## src/rtl/gtk_pkg.sv

```systemverilog
package gtk_pkg;

    localparam int MAX_GROUPS  = 64;
    localparam int GROUP_CNT_W = $clog2(MAX_GROUPS + 1);
    localparam int KEY_W       = 16;
    localparam int PRICE_W     = 32;
    localparam int QTY_W       = 16;
    localparam int AMOUNT_W    = PRICE_W + QTY_W;
    localparam int SUM_W       = 54;
    localparam logic [SUM_W-1:0] SUM_MAX = '1;

    localparam int QUEUE_DEPTH = 4;
    localparam int QPTR_W      = $clog2(QUEUE_DEPTH);
    localparam int QCNT_W      = $clog2(QUEUE_DEPTH + 1);

    typedef struct packed {
        logic [KEY_W-1:0]   shop_number;
        logic [PRICE_W-1:0] unit_price;
        logic [QTY_W-1:0]   quantity;
        logic               last_record;
    } t_in_item;

    typedef struct packed {
        logic [KEY_W-1:0] group_shop;
        logic [SUM_W-1:0] turnover;
        logic             last_group;
        logic             records_dropped;
    } t_out_item;

    // Classified record handed from the front part to the back part.
    typedef struct packed {
        logic [KEY_W-1:0]    key;
        logic [AMOUNT_W-1:0] amount;
        logic                last;
    } t_job;

    typedef enum logic [1:0] {
        ST_MERGE = 2'b01,
        ST_EMIT  = 2'b10
    } t_back_state;

endpackage

```

## src/rtl/gtk_queue.sv

```systemverilog
module gtk_queue
    import gtk_pkg::*;
(
    input  logic i_clk,
    input  logic i_rst_n,
    input  logic i_push,
    input  t_job i_job,
    output logic o_ready,
    input  logic i_pop,
    output logic o_valid,
    output t_job o_job
);

    t_job              r_mem [QUEUE_DEPTH];
    logic [QPTR_W-1:0] r_wr_ptr;
    logic [QPTR_W-1:0] r_rd_ptr;
    logic [QCNT_W-1:0] r_count;

    assign o_ready = (r_count != QCNT_W'(QUEUE_DEPTH));
    assign o_valid = (r_count != '0);
    assign o_job   = r_mem[r_rd_ptr];

    always_ff @(posedge i_clk) begin
        if (!i_rst_n) begin
            r_wr_ptr <= '0;
            r_rd_ptr <= '0;
            r_count  <= '0;
        end else begin
            if (i_push) begin
                r_wr_ptr <= r_wr_ptr + QPTR_W'(1);
            end
            if (i_pop) begin
                r_rd_ptr <= r_rd_ptr + QPTR_W'(1);
            end
            if (i_push && !i_pop) begin
                r_count <= r_count + QCNT_W'(1);
            end else if (!i_push && i_pop) begin
                r_count <= r_count - QCNT_W'(1);
            end
        end
    end

    always_ff @(posedge i_clk) begin
        if (i_push) begin
            r_mem[r_wr_ptr] <= i_job;
        end
    end

endmodule

```

## config.mk

```make
export PLATFORM = sky130hd
export DESIGN_NAME = gtk_queue
export DESIGN_NICKNAME = d
export VERILOG_FILES = /design/src/rtl/gtk_pkg.sv /design/src/rtl/gtk_queue.sv
export SDC_FILE = /design/constraint.sdc
export NUM_CORES = 1
export LEC_CHECK = 0
export BUFFER_PORTS_ARGS = -buffer_cell sky130_fd_sc_hd__buf_2
export CAP_MARGIN = 0
export CORE_ASPECT_RATIO = 0.5
export CORE_MARGIN = 2
export CORE_UTILIZATION = 35
export CTS_CLUSTER_DIAMETER = 50
export CTS_CLUSTER_SIZE = 16
export DETAILED_ROUTE_END_ITERATION = 8
export PLACE_DENSITY_LB_ADDON = 0.05
export SETUP_SLACK_MARGIN = 0.5
export SYNTH_ARGS = -nofsm -noshare
export SYNTH_HDL_FRONTEND = slang
export SYNTH_SLANG_ARGS = --single-unit
```

## constraint.sdc

```tcl
create_clock -name i_clk -period 3.4 [get_ports i_clk]
set_input_delay 0.68 -clock i_clk [delete_from_list [all_inputs] [get_ports i_clk]]
set_output_delay 0.68 -clock i_clk [all_outputs]
set_load 0.005 [all_outputs]
```

Yosys cells after proc, flatten, opt, wreduce, memory -nomap -nowiden
Memories as Yosys holds them, arrays and structs flattened. A register that Yosys moved wholly into a read port is not among the register bits. Index checks and enable logic that the tools add are counted.

Reduce and logical (&&, ||, !) cells: 6. Mux-type cells: 6. Equality and inequality tests: 1. Shift operators: 0. Div/mod/pow operators: 0. Bitwise operators: 0. $mul: 0. Add/subtract/negate cells: 4. Magnitude comparators: 0.

Operators with widths (count): $mux 3 (2); $add 2x1->2 const B (2); $mux 2 (2); $add 3x1->3 const B (1); $ne 3x3->1 const B (1); $reduce_bool 3->1 (1); $sub 3x1->3 const B (1); $logic_and 1x1->1 (2); $logic_not 1->1 (2); $mux 1 (2); $reduce_bool 2->1 (1).

Memory bits (writable): 260. Output and inout bits: 67. Memories: 1. Input bits: 69. ROM bits: 0. Word-level logic and storage cells: 21. Flip-flop bits (word level): 7. Latch bits: 0.

Memories: r_mem (words 4, bits a word 65, read ports 1, clocked after memory_dff 1, write ports 1, line gtk_queue.sv:14) `t_job r_mem [QUEUE_DEPTH];`.

Logic depth before layout (Yosys ltp)
Depth in word-level cells: 4. Depth in mapped cells: 7. Gate-level depth less buffers: 7.

Worst setup path after synthesis
OpenSTA, ideal clock, no wires.

Kind: input to register. Start: in i_push. End: mem r_mem[0][0] (netlist name) (enable). Setup time: 0.430 ns. Data arrival time: 2.209 ns. Slack: 0.761 ns. Stages on the path: 1. Buffers on the path: 0. Path through: and2_1.

Cells in the longest elaborated chain, start to end: 2.

Ends and longest elaborated chain: start, declared (line gtk_queue.sv:6) `input logic i_push,`; $mux 1 (line gtk_queue.sv:44) `if (i_push) begin`; $mux 1 (not written as such) (line gtk_queue.sv:45) `r_mem[r_wr_ptr] <= i_job;`; end, declared (line gtk_queue.sv:14).

Every way passes these cells.

==> out/results.ini <==
[die]
die_area_um2 = 29640
rows = 43
io_pins = 136
start_util = 0.3562
die_h_um = 122.8
core_um2 = 27710
die_w_um = 241.5

[status]
status = complete, no violations

[grt]
grt_pass1_wl_um = 28400
gr-total-overflow = 0
antenna_found_initial = 1
grt_max_degree = 38
grt_usage = 0.1317
grt_pass1_vias = 4701

[synthesis]
syn-instance-count = 383
synthAdderAreaFrac = 0.008366
synth_edf_count = 260
synth_mux_area_frac = 0.1503
synth_top_family_by_area = multiplexers
synth_compound_area_frac = 0.001268
synth_largest_area_cell = edfxtp_1
synth_top_area_frac = 0.7910
synth_xor_area_frac = 0.004437
yosysSeqAreaShare = 0.8092
ys_seq_elements = 269
synth_area_per_cell_um2 = 25.77
yosysWarningCount = 0
synth_ff_type = edfxtp_1
synth_simple_gate_area_share = 0.009380
syn_nets = 458
async_flop_share = 0
synth.cell_area_um2 = 9871
synth_cell_type_count = 21
synth_area_leaders = edfxtp_1 79%, mux4_2 15%, dfxtp_1 1.8%, buf_12 1.0%, ha_1 0.63%

[clock_network]
clockRootBuffer = clkbuf_16
cts-resized-gates = 0
clk_pin_slew_worst_paths_ns = 0.07
cts_buffers = 21
cts_tree = done
clock_latency_ns = 0.51
htree_levels = 1
clkSinkCount = 269
clk_path_buf_depth = 3
ctsHoldBuffers = 0

[sta]
finalSetupTns_ns = 0
hold_viol_final = 0
tightestPinTransition_ns = 0.6235
period_minus_slack_ns = 2.689
slew_headroom = 0.5843
period_share = 0.7910
fmax_mhz = 371.8
final-max-slew-violation-count = 0
fin_ws_ns = 0.7107
setup_viol_count_final = 0
clock_skew_ns = 0.01283
rsz0062_at_grt = no

[worst_setup_path]
critPathMaxFanout = 11
cp.required_ns = 2.72
critical_path_class = register to output pin
worstSetupEndpointType = output pin
r2r_slack_ns = 1.60
slowest_stage = mux4_2
crit_chain = buf_4 -> mux4_2 -> buf_2
crit_arrival_ns = 2.01
cp-start-kind = register
cpPeakStageDelay_ns = 0.53

[finish]
area_growth_pct = 18.33
final_nets = 613
fillerInstances = 2493
drive_gt1_frac = 0.4416

[route]
wirelength_um = 19050
routedWlPerCell_um = 20.47
detail-route-antenna-nets = 0
drc = 0
first_pass_iters = 4
drt-vias-per-instance = 4.665
drt_iter0_markers = 231
vias = 4343

[job]
max_cap_violations = 0

[pwr]
power_density_nw_per_um2 = 585.5
vdd_drop_max_uv = 307.8
leakage_nw = 3.867

[place]
gp_congestion = 0.6736
dp_hpwl_um = 11350
port_buffers = 135
dp_slack_ns = 1.005

[hold_path]
min_path_type = input pin to register

==> per-layer routing <==
layer	share of wire	vias up	wire, um	global-route usage
li1	-	1934	-	-
met1	0.45	2309	8634	0.1814
met2	0.49	74	9242	0.2139
met3	0.044	26	841	0.03374
met4	0.018	0	335	0.02623
met5	0	-	0	0
==> Yosys cell counts, types with 2 or more instances <==
library cell  number
and2_1             9
buf_12             5
buf_2              6
dfxtp_1            9
edfxtp_1         260
ha_1               5
inv_1              4
mux2i_1            2
mux4_2            65
nand2_1            2
nor2b_1            2
or3_1              2
xnor2_1            2
xor2_1             3
==> cell families (layout without fill, tap and decap cells) <==
group | count (synthesis) | after routing
simple gates | 16 | 16
fa+ha+maj | 6 | 6
buf+inv | 18 | 183
compound gates | 2 | 2
flops | 269 | 269
xor+xnor | 5 | 5
mux | 67 | 67
other cells | 0 | 1
==> area by class of cell <==
class	instances	area, um2	share of cell area
Clock buffer	28	551.8	0.04724
Tap cell	382	478.0	0.04092
Sequential cell	269	7995	0.6845
Antenna cell	1	2.502	0.0002142
Multi-Input combinational cell	96	1725	0.1477
Clock inverter	5	58.81	0.005035
Timing Repair Buffer	146	853.3	0.07306
Inverter	4	15.01	0.001285
==> report_power, final <==
| part | switching (mW) | total (mW) | internal (mW) |
|---|---|---|---|
| clock network | 1.10 | 2.32 | 1.22 |
| logic | 0.322 | 0.658 | 0.337 |
| registers | 0.0579 | 3.86 | 3.80 |
==> stage by stage <==
step	utilization	std cells	power, mW	hold WS (ns)	instance area (um2)
3_5_place_dp	0.3989	896	4.616	0.5011	11050
6_report	0.4215	931	6.839	0.3797	11680
4_1_cts	0.4215	930	6.971	0.3474	11680
5_1_grt	0.4215	930	7.130	0.3569	11680
3_3_place_gp	0.3989	896	4.611	0.4976	11050
2_1_floorplan	-	383	4.305	0.4724	9871
==> registers in the layout, indices dropped and copies added (netlist names), named ones only <==
name / cells
r_mem: 260
r_count: 3
r_rd_ptr: 2
r_wr_ptr: 2
==> layout by cell type (no fill, tap or decap), types with 2 or more instances in the layout <==
| master | n |
|---|---|
| edfxtp_1 | 260 |
| buf_2 | 135 |
| mux4_2 | 65 |
| clkbuf_16 | 21 |
| clkbuf_1 | 7 |
| buf_12 | 7 |
| dfxtp_1 | 7 |
| and2_1 | 5 |
| ha_1 | 5 |
| inv_1 | 4 |
| and2_4 | 4 |
| xor2_1 | 3 |
| buf_4 | 3 |
| nand2_1 | 2 |
| or3_1 | 2 |
| xnor2_1 | 2 |
| mux2i_1 | 2 |
| nor2b_1 | 2 |
| dfxtp_4 | 2 |
==> what timing repair did <==
action / CTS / global route
hold endpoints to repair: 0 / 0
setup buffers: 1 / 0
endpoints found under the setup margin: 26 / 0
==> final timing paths <==
check	from	to	cells past startpoint
hold / removal	i_job[53]	r_mem[1][53]	1
setup reg to reg	r_wr_ptr[0]	r_mem[0][9]	4
setup / recovery	register	o_job[59]	3
hold reg to reg	r_count[2]	r_count[2]	2
==> worst max-delay path: cells and delay by family, from the launching register on <==
family   cells  cell delay (ns)
mux          1             0.53
flops        1             0.51
buf+inv      2             0.44
Power figures use the tool's default switching activity.
