==> config.mk <==
export PLATFORM = sky130hd
export DESIGN_NAME = gtk_front
export DESIGN_NICKNAME = d
export VERILOG_FILES = /design/src/rtl/gtk_pkg.sv /design/src/rtl/gtk_front.sv
export SDC_FILE = /design/constraint.sdc
export NUM_CORES = 1
export LEC_CHECK = 0
export ABC_AREA = 1
export ABC_CLOCK_PERIOD_IN_PS = 12400
export BUFFER_PORTS_ARGS = -buffer_cell sky130_fd_sc_hd__buf_4
export CAP_MARGIN = 20
export CORE_ASPECT_RATIO = 1.5
export CORE_MARGIN = 4
export CORE_UTILIZATION = 65
export CTS_CLUSTER_SIZE = 20
export DETAILED_ROUTE_END_ITERATION = 10
export GPL_ROUTABILITY_DRIVEN = 1
export HOLD_SLACK_MARGIN = 0.03
export MAX_ROUTING_LAYER = met4
export PLACE_DENSITY = 0.85
export REMOVE_ABC_BUFFERS = 1
export SLEW_MARGIN = 30
export SYNTH_ARGS = -nofsm -noshare
export SYNTH_HDL_FRONTEND = slang
export SYNTH_SLANG_ARGS = --single-unit
==> constraint.sdc <==
create_clock -name i_clk -period 12.4 [get_ports i_clk]
set_clock_uncertainty 0.05 [all_clocks]
set_input_delay 0.62 -clock i_clk [delete_from_list [all_inputs] [get_ports i_clk]]
set_output_delay 0.62 -clock i_clk [all_outputs]
set_load 0.02 [all_outputs]
==> src/rtl/gtk_pkg.sv <==
package gtk_pkg;

    localparam int MAX_GROUPS  = 64;
    localparam int GROUP_CNT_W = $clog2(MAX_GROUPS + 1);
    localparam int KEY_W       = 16;
    localparam int PRICE_W     = 32;
    localparam int QTY_W       = 16;
    localparam int AMOUNT_W    = PRICE_W + QTY_W;
    localparam int SUM_W       = 54;
    localparam logic [SUM_W-1:0] SUM_MAX = '1;

    localparam int QUEUE_DEPTH = 4;
    localparam int QPTR_W      = $clog2(QUEUE_DEPTH);
    localparam int QCNT_W      = $clog2(QUEUE_DEPTH + 1);

    typedef struct packed {
        logic [KEY_W-1:0]   shop_number;
        logic [PRICE_W-1:0] unit_price;
        logic [QTY_W-1:0]   quantity;
        logic               last_record;
    } t_in_item;

    typedef struct packed {
        logic [KEY_W-1:0] group_shop;
        logic [SUM_W-1:0] turnover;
        logic             last_group;
        logic             records_dropped;
    } t_out_item;

    // Classified record handed from the front part to the back part.
    typedef struct packed {
        logic [KEY_W-1:0]    key;
        logic [AMOUNT_W-1:0] amount;
        logic                last;
    } t_job;

    typedef enum logic [1:0] {
        ST_MERGE = 2'b01,
        ST_EMIT  = 2'b10
    } t_back_state;

endpackage

==> src/rtl/gtk_front.sv <==
module gtk_front
    import gtk_pkg::*;
(
    input  logic     i_clk,
    input  logic     i_rst_n,
    input  logic     start,
    output logic     busy,
    input  t_in_item i_item,
    output logic     o_push,
    output t_job     o_job,
    input  logic     i_queue_ready
);

    logic r_valid;
    t_job r_job;
    logic accept;

    assign busy   = r_valid && !i_queue_ready;
    assign accept = start && !busy;
    assign o_push = r_valid && i_queue_ready;
    assign o_job  = r_job;

    always_ff @(posedge i_clk) begin
        if (!i_rst_n) begin
            r_valid <= 1'b0;
        end else if (accept) begin
            r_valid <= 1'b1;
        end else if (i_queue_ready) begin
            r_valid <= 1'b0;
        end
    end

    // Register the full-width product of price and quantity.
    always_ff @(posedge i_clk) begin
        if (accept) begin
            r_job.key    <= i_item.shop_number;
            r_job.amount <= AMOUNT_W'(i_item.unit_price) * AMOUNT_W'(i_item.quantity);
            r_job.last   <= i_item.last_record;
        end
    end

endmodule

# Yosys cells after proc, flatten, opt, wreduce, memory -nomap -nowiden
# Index checks and enable logic that the tools add are counted.
dict set report totals {
  input_bits 69
  out_inout_bits 67
  ff_bits 66
  wordCells 13
}
dict set report op_classes {
  n_reduce_logical 6
  muxes 2
  mul 1
}
# cell count
set ops {}
lappend ops {{multiplier 32 x 16 -> 48 bit} 1}
lappend ops {{logical AND 1 bit} 3}
lappend ops {{logical NOT 1 bit} 2}
lappend ops {{two-way mux 1 bit} 2}
lappend ops {{nonzero test 2 bit} 1}

# Logic depth before layout (Yosys ltp)
dict set report logic_depth {
  word_depth 5
  ltp_mapped 27
  depth_no_buf 25
}

# Least setup slack after synthesis
# No wires, ideal clock.
dict set report synth_timing {
  path_type {input to register}
  from {input port i_item[46] (netlist name)}
  to {register r_job, in the netlist o_job[43] (data pin)}
  path_stages 25
  t_arrival_ns 5.509
  slack_ns 6.589
  setup_ns 0.252
  required_time_ns 12.098
  path_buffers 2
  path_cell_list {clkbuf_1 clkbuf_1 nand2_1 fa_1 inv_1 fa_1 inv_1 fa_1 inv_1 fa_1 fa_1 inv_1 fa_1 inv_1 ha_1 nand2_1 inv_1 nand2_2 inv_1 a21oi_1 nor2_1 nor2_1 nand2_1 nand2_1 nand2_1}
}
dict set report synth_via {
  elab_chain_cells 1
}
# item line_no
set synth_rtl {}
lappend synth_rtl {{from (decl)} gtk_front.sv:8} ;# input t_in_item i_item,
lappend synth_rtl {{multiplier 32 x 16 -> 48 bit} gtk_front.sv:37} ;# r_job.amount <= AMOUNT_W'(i_item.unit_price) * AMOUNT_W'(i_item.quantity);
lappend synth_rtl {{to (decl)} gtk_front.sv:15} ;# t_job r_job;
# Every way passes these cells.
# A chain may end at the register's enable or synchronous reset.

# Worst setup path in the final report
dict set report layout_timing {
  from {input port i_item[8] (netlist name)}
  to {register r_job, in the netlist o_job[42] (data pin)}
}
# The elaborated chain is that of the path after synthesis.

==> summary.md <==
| Metric | Value |
|---|---|
| Num CTS Buffers | `9` |
| R2R Path End | `o_job[23]` |
| Core ar. | `0.03025 mm²` |
| Cell family with most CP delay | `adder cells` |
| Crit Path Category | `in2reg` |
| Worst-path maximum fanout | `32` |
| Routed wire length | `51400 µm` |
| TritonRoute pass-1 iters | `6` |
| Vias in the first global route | `18340` |
| WL/cell | `16.84 µm` |
| CTS tree | `done` |
| N_diodes | `0` |
| Status | `finished clean` |
| Gr usage total | `0.3376` |
| Initial drt markers | `1122` |
| CP Launch Type | `primary input` |
| Aggregate global routing overflow | `0` |
| Setup Fix Bufs, Post-CTS | `0` |
| Vert. Die Dim | `222.2 µm` |
| Crit path buffers/inverters | `5` |
| Area of the mapped netlist | `0.01987 mm²` |
| Worst skew pair latency | `340 ps` |
| Clk slew on worst S/H paths | `60 ps` |
| First-pass GRT wire length | `86440 µm` |
| Mapped Cells | `2612` |
| # fillers | `2428` |
| R2R setup slack | `10700 ps` |
| Slew margin rel. | `0.3957` |
| Unique masters post-synth | `26` |
| CTS sink count | `66` |
| Clock Tree Buf Depth | `2` |
| Fin Setup TNS | `0 ps` |
| Placed cells | `3036` |
| Layout Cell Area excl Fill | `0.02129 mm²` |
| Max cap viols | `0` |
| Worst-margin pin slew | `906.5 ps` |
| Nature of the critical path endpoint | `flop` |
| WHS Path Cells | `1` |
| RSZ-0062 raised after global routing | `false` |
| Die ar. | `0.03349 mm²` |
| Final setup violation count | `0` |
| Ys Warns | `0` |
| WP data arrival | `5860 ps` |
| Worst min-delay path startpoint | `i_item[62]` |
| Sequential-to-total area share from yosys stat | `0.09922` |
| Register bit total from synthesis | `66` |
| Placed cell area | `0.02098 mm²` |
| Yosys top cell by area | `fa_1` |
| FMAX | `171.6 MHz` |
| CTS Hold Bufs | `0` |
| Top Ports | `136` |
| Vias per cell | `5.341` |
| Remaining DRCs | `0` |
| Placer Congestion | `1.003` |
| Final Hold Fails | `0` |
| Synth area leaders | `fa_1 42%, nand2_1 16%, inv_1 16%` |
| CP required | `12440 ps` |
| Chip Width | `150.8 µm` |
| Cell breakdown of the critical path | `buf_4 > nand2_1 > fa_1 > inv_1 > fa_1 > fa_1 > fa_1 > fa_1 > inv_1 > fa_1 > inv_1 > ha_1 > nand2_1 > inv_1 > nand2_1 > nand2_1 > a21oi_1 > nor2_1 > nor2_1 > nand2_1 > nand2_1 > nand2_1` |
| Via count | `16301` |
| CTS H-tree lvls | `3` |
| Final number of max-transition violations | `0` |
| Met2 wire len | `28160 µm` |
| Max incr delay on CP | `570 ps` |
| Final HPWL DP | `42740 µm` |
| Reg2Reg Depth | `4` |
| IO Port Bufs | `135` |
| Yosys top cell area share | `0.4211` |
| Worst Hold End | `o_job[62]` |
| Share of layout cells above drive strength 1 | `0.08409` |
| Critical path launch point | `i_item[8]` |
| FF-to-FF Start | `r_valid` |
| Initial antenna violation count | `0` |
| Fin util | `0.7037` |
| Syn_area_per_cell | `7.609 µm²` |
| Wire length on met1 | `16190 µm` |
| Antenna violation net count after detailed routing | `0` |
| Highest routed layer | `met4` |
| Layout area overhead | `7.127%` |
| Final Non-Filler Cells | `3052` |
| Root Buffer | `clkbuf_16` |
| Rows | `78` |
| Cts repair resizes | `0` |
| CP max stage cell | `fa_1` |
| DR WL met3 | `3180 µm` |
| Part of the cycle the worst path needs | `0.4700` |
| Most used cell, CP | `nand2_1` |
| NumNets Final | `3254` |
| Initial Util | `0.6569` |
| Min-delay worst type | `in2reg` |
| Min Tclk post-route | `5828 ps` |
| Largest net degree at the start of global routing | `66` |
## sequential cells by signal (all words and copies together), names as in the netlist
signal	cells
o_job	65
r_valid	1
## layout make-up
type                            instances  area (µm²)  share of cell area
Clock buffer                            9       225.2             0.01058
Inverter                              826        3100              0.1456
Tap cell                              400       500.5             0.02351
Multi-Input combinational cell       1608       14390              0.6758
Timing Repair Buffer                  136        1021             0.04795
Sequential cell                        66        1972             0.09262
Clock inverter                          7       82.58            0.003879
## metrics by stage
stage	hold slack (ps)	setup WS, ps
after floorplan	420.0	7133
after global placement	430.7	6301
after detailed placement	447.8	6257
after CTS	393.8	6580
after global routing	385.7	6169
final	398.5	6572
## placed cells by master, fill, tap and decap left out, drive strengths merged, types with 3 or more instances in the layout
cell | netlist | routed
nand4 | 5 | 5
ha | 120 | 120
nor2 | 79 | 79
edfxtp | 65 | 65
xnor2 | 5 | 5
a21oi | 29 | 29
xor2 | 23 | 23
inv | 826 | 830
nand3 | 42 | 42
a31oi | 3 | 3
clkbuf | 112 | 9
nand2 | 871 | 871
o21bai | 6 | 6
buf | 0 | 136
fa | 418 | 418
## worst max-delay path by stage
stage | end | depth (start not counted)
final | o_job[42] | 22
after global routing | o_job[42] | 22
after CTS | o_job[42] | 22
after detailed placement | o_job[24] | 19
after global placement | o_job[24] | 21
after floorplan | o_job[43] | 23
## logic make-up (layout without fill, tap and decap cells)
logic type | Yosys count | after routing | share of synthesized area
AOI/OAI and AO/OA | 41 | 41 | 0.01152
xor gates and xnor gates | 28 | 28 | 0.01234
adders and majority gates | 538 | 538 | 0.4966
buffers and inverters | 938 | 978 | 0.1772
DFF | 66 | 66 | 0.09922
and+or+nand+nor | 1001 | 1001 | 0.2032
## per-layer routing
metal | vias to the layer above | GRT usage
met2 | 767 | 0.6062
met3 | 345 | 0.03415
met1 | 7909 | 0.3512
li1 | 7280 | -
met4 | 0 | 0.1985
met5 | - | -
## cell usage after synthesis
| cell | instances |
|---|---|
| a21boi_0 | 1 |
| xnor2_1 | 5 |
| nor2_4 | 5 |
| nor4_1 | 1 |
| fa_1 | 418 |
| nand3_2 | 8 |
| inv_1 | 821 |
| dfxtp_1 | 1 |
| o21ai_0 | 1 |
| nand2_1 | 841 |
| a21oi_1 | 29 |
| nand2_2 | 30 |
| nand4_1 | 5 |
| edfxtp_1 | 65 |
| o21bai_1 | 6 |
| a31oi_1 | 3 |
| nor2_2 | 22 |
| nand3_1 | 34 |
| xor2_1 | 23 |
| and2_1 | 1 |
| inv_2 | 5 |
| nor2_1 | 52 |
| a21o_1 | 1 |
| nor3_1 | 2 |
| ha_1 | 120 |
| clkbuf_1 | 112 |
Power is left out: the tool's default activity adds up to more than one toggle a clock period on the data nets, which glitch-free logic cannot reach.
